$ cat src/rtl/lpsbe_pkg.sv
// Shared types and constants for the LED pixel store and blend engine.
// Depends on nothing; the blend unit, the engine and the bench files import it.
`default_nettype none

package lpsbe_pkg;

  // Default size of the pixel store.
  localparam int NUM_PIXELS_DEF = 256;

  // Reset value of the active length register.
  localparam logic [8:0] ACTIVE_LEDS_RST = 9'd256;

  // Largest value of one colour channel.
  localparam logic [7:0] CHAN_MAX = 8'hFF;

  // Draw modes held in the draw mode register; the unused code acts as replace.
  localparam logic [1:0] DRAW_REPLACE = 2'd0;
  localparam logic [1:0] DRAW_ADD     = 2'd1;
  localparam logic [1:0] DRAW_SUB     = 2'd2;

  // One RGBW pixel: red 7:0, green 15:8, blue 23:16, white 31:24.
  typedef logic [31:0] pixel_t;

  typedef enum logic [1:0] {
    CMD_WRITE = 2'd0,
    CMD_FILL  = 2'd1,
    CMD_STEP  = 2'd2,
    CMD_READ  = 2'd3
  } cmd_t;

  typedef enum logic {
    REG_DRAW_MODE   = 1'b0,
    REG_ACTIVE_LEDS = 1'b1
  } cfg_reg_t;

  // Operation of the shared per-channel pixel unit.
  typedef enum logic [1:0] {
    OP_SET  = 2'd0,
    OP_ADD  = 2'd1,
    OP_SUB  = 2'd2,
    OP_STEP = 2'd3
  } alu_op_t;

  typedef struct packed {
    alu_op_t    op;
    logic [7:0] step_amt;
  } alu_ctrl_t;

  typedef enum logic [2:0] {
    ST_CLEAR,
    ST_IDLE,
    ST_FETCH,
    ST_APPLY,
    ST_FILL,
    ST_FINISH
  } state_t;

endpackage

`default_nettype wire

$ cat src/rtl/lpsbe_blend.sv
// Per-channel pixel unit: replace, saturating add, saturating subtract, step.
// Depends on lpsbe_pkg for the pixel type and operation codes.
`default_nettype none

module lpsbe_blend
  import lpsbe_pkg::*;
(
  input  alu_ctrl_t ctrl,
  input  pixel_t    old_px,
  input  pixel_t    color,
  output pixel_t    new_px
);

  always_comb begin
    logic [7:0] o;
    logic [7:0] t;
    logic [7:0] s;
    logic [8:0] sum;
    logic [7:0] diff;
    logic [7:0] r;
    new_px = '0;
    for (int c = 0; c < 4; c++) begin
      o    = old_px[8*c +: 8];
      t    = color[8*c +: 8];
      s    = ctrl.step_amt;
      sum  = {1'b0, o} + {1'b0, t};
      diff = (t >= o) ? (t - o) : (o - t);
      case (ctrl.op)
        OP_ADD:  r = sum[8] ? CHAN_MAX : sum[7:0];
        OP_SUB:  r = (t >= o) ? 8'd0 : (o - t);
        // Move by at most the step, landing on the target when it is close.
        OP_STEP: begin
          if (diff <= s) begin
            r = t;
          end else if (t >= o) begin
            r = o + s;
          end else begin
            r = o - s;
          end
        end
        default: r = t;
      endcase
      new_px[8*c +: 8] = r;
    end
  end

endmodule

`default_nettype wire

$ cat config.mk
export PLATFORM = sky130hd
export DESIGN_NAME = lpsbe_blend
export DESIGN_NICKNAME = d
export VERILOG_FILES = /design/src/rtl/lpsbe_pkg.sv /design/src/rtl/lpsbe_blend.sv
export SDC_FILE = /design/constraint.sdc
export NUM_CORES = 1
export LEC_CHECK = 0
export BUFFER_PORTS_ARGS = -buffer_cell sky130_fd_sc_hd__buf_2
export CAP_MARGIN = 10
export CORE_MARGIN = 1
export CORE_UTILIZATION = 55
export DETAILED_ROUTE_END_ITERATION = 8
export PLACE_DENSITY_LB_ADDON = 0.3
export SYNTH_ARGS = -nofsm -noshare
export SYNTH_HDL_FRONTEND = slang
export SYNTH_SLANG_ARGS = --single-unit
$ cat constraint.sdc
create_clock -name vclk -period 3.84
set_input_delay 0.192 -clock vclk [all_inputs]
set_output_delay 0.192 -clock vclk [all_outputs]
set_load 0.01 [all_outputs]
# Word level (Yosys, flattened, before mapping)
# Cells that the tools add are included.
[word_totals]
out_inout_bits = 32
inputBits = 74
word_cells = 55
reg_bits = 0
[op_classes]
n_mux = 24
order_cmp = 8
n_addsub = 20
eq_ne = 3
[op_table]
columns = ["op", "n"]
rows = [
  ["2-to-1 mux 8 bit", 20],
  ["one-hot mux 8 bit (3 select lines)", 4],
  ["subtractor 8 bit", 12],
  ["adder 8 x 8 -> 9 bit", 4],
  ["adder 8 bit", 4],
  ["greater-or-equal comparator 8 bit", 4],
  ["less-or-equal comparator 8 bit", 4],
  ["equality test 2 bit, second input constant", 2],
  ["equality test 2 x 1 -> 1 bit, second input constant", 1],
]

# Longest topological paths before layout
# Gate-level depths: netlist of run 1.
[logic_depth]
word_depth = 5
mapped_depth = 21
depth_no_buf = 19

# Worst setup path before layout of run 1
# OpenSTA, ideal clock, no wires.
[synth_path]
kind = "input to output"
startpoint = "input color[16]"
endpoint = "output new_px[19]"
path_buffers = 2
cell_stages = 18
path_slack_ns = -0.307
required_time_ns = 3.648
arrival_time_ns = 3.955
path_cell_list = "inv_1 ha_1 inv_1 fa_1 a21o_1 a211o_1 a21oi_1 clkbuf_1 mux2i_1 xnor2_1 ha_1 nand4_1 or2_2 o21ai_0 clkbuf_1 o21ai_0 o211ai_1 a21boi_0"
[synth_via]
elab_chain_cells = 5
elab_cells_between_ends = 11
classes_between = "3 x add/sub; 2 x order compare; 6 x mux"
[synth_lines]
columns = ["item", "line_no", "text"]
rows = [
  ["start, declared", "lpsbe_blend.sv:10", "input pixel_t color,"],
  ["subtractor 8 bit, or another cell as far along", "lpsbe_blend.sv:27, lpsbe_blend.sv:30", ""],
  ["2-to-1 mux 8 bit", "lpsbe_blend.sv:27", "diff = (t >= o) ? (t - o) : (o - t);"],
  ["less-or-equal comparator 8 bit", "lpsbe_blend.sv:33", "if (diff <= s) begin"],
  ["2-to-1 mux 8 bit", "lpsbe_blend.sv:33", ""],
  ["one-hot mux 8 bit (3 select lines) (*)", "lpsbe_blend.sv:28", "case (ctrl.op)"],
  ["end, declared", "lpsbe_blend.sv:11", "output pixel_t new_px"],
]
# Mark *: on every way between the ends. The rest lies on a longest branch, timed or not.

# Worst setup path in the final report of run 1
[layout_path]
startpoint = "input old_px[0]"
endpoint = "output new_px[6]"
[layout_via]
elab_chain_cells = 5
elab_cells_between_ends = 13
classes_between = "5 x add/sub; 2 x order compare; 6 x mux"
[layout_lines]
columns = ["item", "line_no", "text"]
rows = [
  ["start, declared", "lpsbe_blend.sv:9", "input pixel_t old_px,"],
  ["subtractor 8 bit, or another cell as far along", "lpsbe_blend.sv:27, lpsbe_blend.sv:30", ""],
  ["2-to-1 mux 8 bit", "lpsbe_blend.sv:27", ""],
  ["less-or-equal comparator 8 bit", "lpsbe_blend.sv:33", ""],
  ["2-to-1 mux 8 bit", "lpsbe_blend.sv:33", ""],
  ["one-hot mux 8 bit (3 select lines) (*)", "lpsbe_blend.sv:28", ""],
]
# Marked as above.

==> results of run 1 <==
power by group:
part,leakage (nW),switching (W),internal [W]
Clock,0.00000634,0,0.0000000000776
Sequential,0,0,0
Combinational,5.53,0.00159,0.00147
Total,5.53,0.00159,0.00147
kinds of logic (layout without fill, tap and decap cells):
family                     Yosys count  after routing  synth area share
other                                0              1                 0
muxes                               35             35           0.05377
AOI/OAI and AO/OA                  367            367            0.3169
and+or+nand+nor                    267            267            0.1637
buffers and inverters              171            471           0.08359
xor gates and xnor gates            89             89           0.09881
adders and majority gates          169            169            0.2833
worst max-delay path, delay by kind of cell:
family	cells	cell delay, ps
AOI/OAI and AO/OA	9	1960
adders and majority gates	3	800
buffers and inverters	5	660
and+or+nand+nor	2	270
xor gates and xnor gates	1	140
Yosys cell counts (all sizes together), types with 21 or more instances:
| cell type | number | share of area |
|---|---|---|
| a21o | 32 | 0.030 |
| a21oi | 109 | 0.070 |
| clkbuf | 38 | 0.018 |
| ha | 153 | 0.24 |
| inv | 121 | 0.058 |
| mux2i | 21 | 0.027 |
| nand2 | 55 | 0.026 |
| nor2 | 88 | 0.042 |
| nor3 | 28 | 0.018 |
| o21ai | 52 | 0.033 |
| xnor2 | 70 | 0.078 |
stage by stage:
stage	TNS [ps]	hold slack (ps)	setup WS, ps	instances
after global routing	-11010	750.1	-579.2	1578
after floorplan	0	523.9	12.88	1098
after CTS	-1993	754.0	-198.0	1560
after global placement	-6147	751.7	-391.8	1533
after detailed placement	-9312	754.0	-501.2	1533
final	-6688	732.0	-381.7	1579
layer usage:
metal	routed length (µm)	GRT usage
met1	11780	0.4442
met2	14470	0.6338
met3	3037	0.04916
met4	2435	0.2052
met5	0	0
area by class of cell:
class | instances | share of cell area
antenna | 1 | 0.0002216
inverter | 122 | 0.04187
multi-input combinational | 927 | 0.7123
tap | 180 | 0.01994
timing repair buffer | 349 | 0.2257
worst min path at each step:
| stage | end | cells past startpoint |
|---|---|---|
| floorplan | new_px[13] | 2 |
| global placement | new_px[29] | 3 |
| detailed placement | new_px[29] | 3 |
| CTS | new_px[29] | 3 |
| global route | new_px[29] | 3 |
| finish | new_px[29] | 3 |
what timing repair did:
action / 4_1_cts / 5_1_grt
hold endpoints to repair: 0 / 0
resized for setup: 127 / 122
buffers inserted: 26 / 22
cloned: 1 / 0
pin swaps: 75 / 89
setup endpoints to repair: 32 / 32
==> results.md, run 1 <==
* Seq/Total Area, Yosys at 0
* Initial core utilization at 0.5661
* Die Ht at 121.8 µm
* Clk_buf instances at 0
* Slack of the critical path at -381.7 ps
* Total wire length at around 32 mm
* Count of final max-slew check failures at 0
* Drt drc at 0
* Worst-path cell chain: buf_2, ha_4, inv_4, fa_2, a21o_1, a2111oi_4, buf_4, o31ai_4, buf_6, nor2_1, xnor2_1, ha_1, nor2b_1, o21ai_1, a21boi_1, o21a_1, o21a_1, o311ai_2, o311a_1, buf_2
* Area Overhead vs Synth at 43.17%
* Die ar. at 14,830 µm²
* Post-layout min period at 4222 ps
* Max Fanout on Critical Path at 5
* Footprint of the multi-input gates at about 8000 µm²
* Final hold vios at 0
* Fmax at approximately 0.24 GHz
* Maximum VDD drop at around 0.14 mV
* CTS Hold Bufs at 0
* Warnings, synthesis at 0
* Most frequent cells in the layout: 215 x buf_4, 142 x ha_1, 111 x inv_1
* Max-Cap Viols at 0
* Post-DRT Antenna Nets at 0
* Post-synth cell types at between 70 and 80
* Largest net degree at the start of global routing at 28
* Site row count at 43
* Failing checks: negative setup slack
* Die W at between 100 and 150 µm
* Critical Path Source: old_px[0]
* Final Total Pwr at 0.003056 W
* Crit Path Class: in2out
* HP Class: in2out
* FILL cells at between 800 and 900
* Detailed Place HPWL at 21.74 mm
* Rel. slew slack at 0.1467
* FF+latch area at 0 µm²
* Syn_nets at 1,341
* IO Count at ~110
* Final GP Congestion at slightly below 1
* GR Util All Layers at 0.3703
* Critical path endpoint category: output pin
* Final worst-path cycle share at 1.099
* DRT Pass-1 Iters at 6
* # setup viols final at 31
* RSZ-0062 raised after global routing: true
* Initial antenna violation count at 1
* Grt ovf at 0
* Cell leakage power at roughly 5.5 nW
* Arrival @ worst endpoint at slightly above 4000 ps
* Iter 0 DRT Violations at 1,058
* Total number of vias at ~10k
* Fin area at about 11,000 µm²
* WP data required at 3650 ps
* Avg Cell Area, Syn at 7.185 µm²
* Hold Crit Start: color[29]
* Critical path's slowest cell: a2111oi_4
* Routed WL per cell at 20.09 µm
* Slowest stage delay, CP at about 450 ps
* Power per cell area at 270.5 nW/µm²
* Fin nets at 1,643
* Total core area at around 14,000 µm²
* Capture point of the worst path: new_px[6]
* Final Core Density at 0.8105
* Post-Synthesis Cells at approximately 1.1k
* Startpoint types: primary input
* Detail-routed via count per cell at about 6.6
* Vias in the first global route at about 9.5k
* PortBufs at 106
* Commonest non-fill, non-tap cell in the layout: buf_4
* Status: complete, but fails checks
* Post-Syn Area at approximately 7900 µm²
* Worst Tran Pin Value at roughly 1300 ps
* Seq_cells at 0
* Global-route wire length before repair at ~44 mm
* Share of cells above drive strength 1 at 0.3748
* Area after DPL at around 10000 µm²
No activity file was read; power rests on OpenSTA's default activity.
==> run 2: changes to the inputs <==
--- a/config.mk
+++ b/config.mk
@@ -5,6 +5,7 @@
 export SDC_FILE = /design/constraint.sdc
 export NUM_CORES = 1
 export LEC_CHECK = 0
+export ABC_AREA = 1
 export BUFFER_PORTS_ARGS = -buffer_cell sky130_fd_sc_hd__buf_2
 export CAP_MARGIN = 10
 export CORE_MARGIN = 1
==> results.md, run 2 <==
* Vias in the first global route at 8,262 (-13%)
* GR Util All Layers at 0.3216 (-0.04865)
* Clk pwr share at 0 (unchanged)
* Iter 0 DRT Violations at 743 (-30%)
* Initial antenna violation count at 0 (-1)
* Area Overhead vs Synth at 9.335%
* Switch share at 0.6231 (+0.1032)
* Clk_buf instances at 0 (unchanged)
* Worst path buffer plus inverter count at 6 (+1)
* Sequential share of power at 0 (unchanged)
* Die Ht at 123.0 µm (+1.0%)
* Dpl cells at 1,577 (+2.9%)
* Post-Synthesis Cells at 1,309 (+19%)
* Power per cell area at 218.9 nW/µm² (-19%)
* WP data required at 3650 ps (about the same)
* Critical path endpoint category: output pin
* Final GP Congestion at 0.9613 (-0.69%)
* Post-DRT Antenna Nets at 0 (unchanged)
* Arrival @ worst endpoint at 3440 ps (-590 ps)
* Worst Tran Pin Value at 736.5 ps (-538.7 ps)
* FF+latch area at 0 µm² (unchanged)
* Delay-heaviest family, CP: simple AND/OR/NAND/NOR gates
* Die W at 123.0 µm (+1.0%)
* Startpoint types: primary input
* Post-synth cell types at 43 (-43%)
* Largest net degree at the start of global routing at 33 (+18%)
* Avg Cell Area, Syn at 6.154 µm² (-14%)
* Cell leakage power at 4.799 nW (-13%)
* Post-synth top area cell: ha_1
* Fin nets at 1,645 (+0.12%)
* Status: completed
* Share of cells above drive strength 1 at 0.1679 (-0.2070)
* Seq/Total Area, Yosys at 0 (unchanged)
* Global-route wire length before repair at 39.40 mm (-11%)
* Max-Cap Viols at 0 (unchanged)
* Fmax at 0.2750 GHz (+16%)
* Drt drc at 0 (unchanged)
* Seq_cells at 0 (unchanged)
* Final worst-path cycle share at 0.9469 (-0.1525)
* Warnings, synthesis at 0 (unchanged)
* Grt ovf at 0 (unchanged)
* IO Count at 106 (unchanged)
* Non-filler cells, final at 1,580 (+0.063%)
* Sw Pwr at 0.001201 W (-24%)
* Final hold vios at 0 (unchanged)
* Die ar. at 15,130 µm² (+2.1%)
* Post-layout min period at 3636 ps (-585.7 ps)
* Commonest non-fill, non-tap cell in the layout: nand2_1
* Critical path's slowest cell: fa_1
* Detail-routed via count per cell at 5.666 (-14%)
* Total wire length at 24.26 mm (-24%)
* Syn_nets at 1,552 (+16%)
* CTS Hold Bufs at 0 (unchanged)
* Crit Path Class: in2out
* Max Fanout on Critical Path at 16 (+11)
* Synth top area share at 0.2377 (-0.005013)
* Post-Syn Area at 8055 µm² (+2.1%)
* Count leader, synth: nand2_1
* Final Core Density at 0.6248 (-0.1857)
* Count of final max-slew check failures at 0 (unchanged)
* # setup viols final at 0 (-100%)
* Total number of vias at 8,952 (-13%)
* Worst path most repeated cell: nand2_1
* HP Class: in2out
* Rel. slew slack at 0.5085 (+0.3617)
* PortBufs at 106 (unchanged)
* Number of diodes at 0 (-1)
* Most frequent cells in the layout: 321 x nand2_1, 166 x inv_1, 147 x ha_1
* FILL cells at 1,426 (+62%)
* DRT Pass-1 Iters at 5 (-1)
* Total core area at 14,100 µm² (+1.2%)
* Routed WL per cell at 15.35 µm (-24%)
* Int Pwr at 0.0007265 W (-50%)
* Worst-path cell chain: buf_2, inv_1, ha_1, inv_1, fa_1, nand2_2, nand2_2, nand2_1, nand3_4, inv_4, nand2_1, o21ai_0, ha_1, a21o_1, nand2_1, nand3_1, a21oi_1, inv_1, nand3_1, nand3_1, nand2_1, nand4_1, buf_2
* Site row count at 43 (unchanged)
* Maximum VDD drop at 0.09435 mV (-34%)
* Area contributors post-synth: ha_1 24%, nand2_1 15%, inv_1 7.7%
* Initial core utilization at 0.5715 (+0.005323)
* Slowest stage delay, CP at 410 ps (-40 ps)
* Comb power frac at 1.000 (about the same)
* RSZ-0062 raised after global routing: true
* Commonest cells post-synth: 323 x nand2_1, 166 x inv_1, 153 x ha_1
* Detailed Place HPWL at 19.68 mm (-9.5%)
## run 2: layout make-up
| cell class | instances | area [µm²] | share of cell area |
|---|---|---|---|
| Timing Repair Buffer | 140 | 810.8 | 0.09206 |
| Inverter | 184 | 713.2 | 0.08098 |
| Tap cell | 180 | 225.2 | 0.02557 |
| Multi-Input combinational cell | 1076 | 7058 | 0.8014 |
## run 2: cells by family (layout without fill, tap and decap cells)
logic type,count (synthesis),after routing,share of synthesized area
adder cells (fa/ha/maj),169,169,0.2774
AO/OA/AOI/OAI,282,282,0.2100
AND/OR/NAND/NOR,562,562,0.3135
XOR/XNOR,63,63,0.06850
buffers and inverters,233,324,0.1306
## run 2: metrics by stage
step                      TNS, ps  hold WS [ps]  cell area, µm²  setup slack (ps)  total power [W]
final                           0         745.8            8807             204.0         0.001928
after global routing       -23.55         776.8            8807            -15.11         0.002151
after CTS                       0         750.7            8720             106.3         0.001868
after detailed placement        0         751.3            8720             124.9         0.001857
after global placement          0         740.2            8720             201.3         0.001833
after floorplan                 0         536.4            8055             826.8         0.001348
## run 2: timing repair
item                                    4_1_cts  5_1_grt
gates resized for setup                       0       25
endpoints found under the setup margin        0       28
hold endpoints to repair                      0        0
setup buffers                                 0        3
## run 2: power groups by stage
stage                     clock, W  combinational (W)  sequential (W)
after floorplan                  0            0.00135               0
after global placement           0            0.00183               0
after detailed placement         0            0.00186               0
after CTS                        0            0.00187               0
after global routing             0            0.00215               0
final                            0            0.00193               0
## run 2: worst paths after layout
kind | from | to | slack, ps | cells after the start
setup / recovery | color[8] | new_px[15] | 200 | 23
hold / removal | color[22] | new_px[22] | 750 | 4
## run 2: metal layers
| metal | up-vias | GRT usage | part of all wire |
|---|---|---|---|
| li1 | 4551 | - | - |
| met1 | 4029 | 0.4343 | 0.46 |
| met2 | 336 | 0.5562 | 0.46 |
| met3 | 36 | 0.02952 | 0.064 |
| met4 | 0 | 0.06175 | 0.018 |
| met5 | - | 0 | 0 |
==> run 3: changes to the inputs <==
--- a/config.mk
+++ b/config.mk
@@ -11,7 +11,7 @@
 export CORE_MARGIN = 1
 export CORE_UTILIZATION = 55
 export DETAILED_ROUTE_END_ITERATION = 8
-export PLACE_DENSITY_LB_ADDON = 0.3
+export PLACE_DENSITY = 0.83
 export SYNTH_ARGS = -nofsm -noshare
 export SYNTH_HDL_FRONTEND = slang
 export SYNTH_SLANG_ARGS = --single-unit
==> results.md, run 3 (synthesis results as in run 2) <==
* Final worst-path cycle share at 0.9353 (-0.01160)
* Seq_cells at 0 (unchanged)
* Clk pwr share at 0 (unchanged)
* Fmax at 0.2784 GHz (+1.2%)
* Setup bufs post-CTS at 0 (unchanged)
* Rel. slew slack at 0.4049 (-0.1036)
* Post-DRT Antenna Nets at 0 (unchanged)
* Final Total Pwr at 0.001876 W (-2.7%)
* Vias in the first global route at 8,273 (+0.13%)
* Status: completed
* Initial core utilization at 0.5715 (unchanged)
* Cell leakage power at 4.749 nW (-1.0%)
* DRT Pass-1 Iters at 5 (unchanged)
* Hold Crit Start: color[23]
* RSZ-0062 raised after global routing: true
* CTS Hold Bufs at 0 (unchanged)
* Detail-routed via count per cell at 5.723 (+1.0%)
* Hold_ws at 740.4 ps (-5.409 ps)
* Metal3 WL at 1.885 mm (+21%)
* Maximum VDD drop at 0.09234 mV (-2.1%)
* Switch share at 0.6308 (+0.007733)
* Die ar. at 15,130 µm² (unchanged)
* FF+latch area at 0 µm² (unchanged)
* Comb power frac at 1.000 (about the same)
* Sw Pwr at 0.001184 W (-1.4%)
* Pre-CTS setup slack at 11.08 ps (-113.8 ps)
* HP Class: in2out
* WP data required at 3650 ps (about the same)
* Drt drc at 0 (unchanged)
* Startpoint types: primary input
* Largest net degree at the start of global routing at 33 (unchanged)
* Fin nets at 1,637 (-0.49%)
* Share of cells above drive strength 1 at 0.1609 (-0.006938)
* Crit Path Class: in2out
* Critical path endpoint category: output pin
* Total core area at 14,100 µm² (unchanged)
* PortBufs at 106 (unchanged)
* Iter 0 DRT Violations at 712 (-4.2%)
* Non-filler cells, final at 1,572 (-0.51%)
* Count of final max-slew check failures at 0 (unchanged)
* Commonest non-fill, non-tap cell in the layout: nand2_1
* IO Count at 106 (unchanged)
* Final hold vios at 0 (unchanged)
* Arrival @ worst endpoint at 3400 ps (-40 ps)
* Detailed Place HPWL at 19.20 mm (-2.4%)
* Max-Cap Viols at 0 (unchanged)
* Post-layout min period at 3591 ps (-44.56 ps)
* Int Pwr at 0.0006927 W (-4.6%)
* Clk_buf instances at 0 (unchanged)
* Final GP Congestion at 0.9846 (+2.4%)
* Worst Tran Pin Value at 891.7 ps (+155.2 ps)
* Die W at 123.0 µm (unchanged)
* Total wire length at 23.82 mm (-1.8%)
* Global-route wire length before repair at 38.85 mm (-1.4%)
* Initial antenna violation count at 0 (unchanged)
* Metal2 WL at 10.70 mm (-3.6%)
* GR Util All Layers at 0.3156 (-0.006042)
* Die Ht at 123.0 µm (unchanged)
* # setup viols final at 0 (unchanged)
* Area Overhead vs Synth at 7.891%
* Final setup TNS at 0 ps (unchanged)
* Slack of the critical path at 248.5 ps (+44.56 ps)
* Site row count at 43 (unchanged)
* Number of diodes at 0 (unchanged)
* Dpl cells at 1,572 (-0.32%)
* Max Fanout on Critical Path at 7 (-9)
* Routed WL per cell at 15.15 µm (-1.3%)
* Power per cell area at 215.9 nW/µm² (-1.3%)
* Total number of vias at 8,996 (+0.49%)
* Met1 WL at 10.78 mm (-3.4%)
* Hold EP: new_px[23]
* Worst hold stages at 4 (unchanged)
* Grt ovf at 0 (unchanged)
* Most frequent cells in the layout: 320 x nand2_1, 166 x inv_1, 150 x ha_1
* Top Metal Used: met4
* FILL cells at 1,378 (-3.4%)
* Sequential share of power at 0 (unchanged)
[run 3: cell types whose count changed in the layout (fill, tap and decap cells not counted), moves of 2 or more]
cell	delta
o21ai_0	+2
ha_2	-3
buf_4	-6
buf_12	-2
inv_2	+2
ha_1	+3
[run 3: layout make-up]
cell class,instances,area (µm²),area share
multi-input combinational,1076,7042,0.8102
timing repair buffer,132,725.7,0.08350
inverter,184,698.2,0.08033
tap,180,225.2,0.02591
[run 3: how the worst max path moves through the flow]
stage,startpoint,to,slack (ps),cells past startpoint
finish,old_px[24],new_px[29],250,23
global placement,old_px[18],new_px[23],6,20
detailed placement,old_px[18],new_px[23],10,20
CTS,old_px[18],new_px[23],130,22
global route,color[16],new_px[23],-20,24
floorplan,color[0],new_px[6],830,20
[run 3: through the flow]
stage	utilization	instance area (µm²)
6_report	0.6165	8691
3_5_place_dp	0.6141	8657
3_3_place_gp	0.6141	8657
5_1_grt	0.6165	8691
2_1_floorplan	-	8055
4_1_cts	0.6141	8657
[run 3: what timing repair did]
item | CTS | global route
endpoints found under the hold margin | 0 | 0
resized for setup | 1 | 11
setup endpoints to repair | 2 | 30
cloned | 0 | 0
[run 3: power by group through the flow]
stage	Combinational, W	Sequential (W)	Clock (W)
finish	0.00188	0	0
global route	0.00210	0	0
CTS	0.00183	0	0
detailed placement	0.00182	0	0
global placement	0.00179	0	0
floorplan	0.00135	0	0
[run 3: critical path: stages]
cell and delay, ps:
buf_2 120, inv_1 60, ha_1 170, inv_1 60, fa_1 410, nand2_1 120
nand2_1 50, nand2_1 70, nand2_1 70, a21oi_1 180, xor2_1 200, nor2_1 80
o21bai_1 170, ha_1 280, nand2_1 60, nor2_1 150, nand2_1 70, nand3_1 60
nand2_1 80, buf_4 170, o21ai_0 190, nand4_1 180, buf_2 180
[run 3: metal layers]
metal / vias up / track usage
li1: 4531 / -
met1: 4059 / 0.4266
met2: 362 / 0.5432
met3: 44 / 0.02399
met4: 0 / 0.07304
met5: - / 0
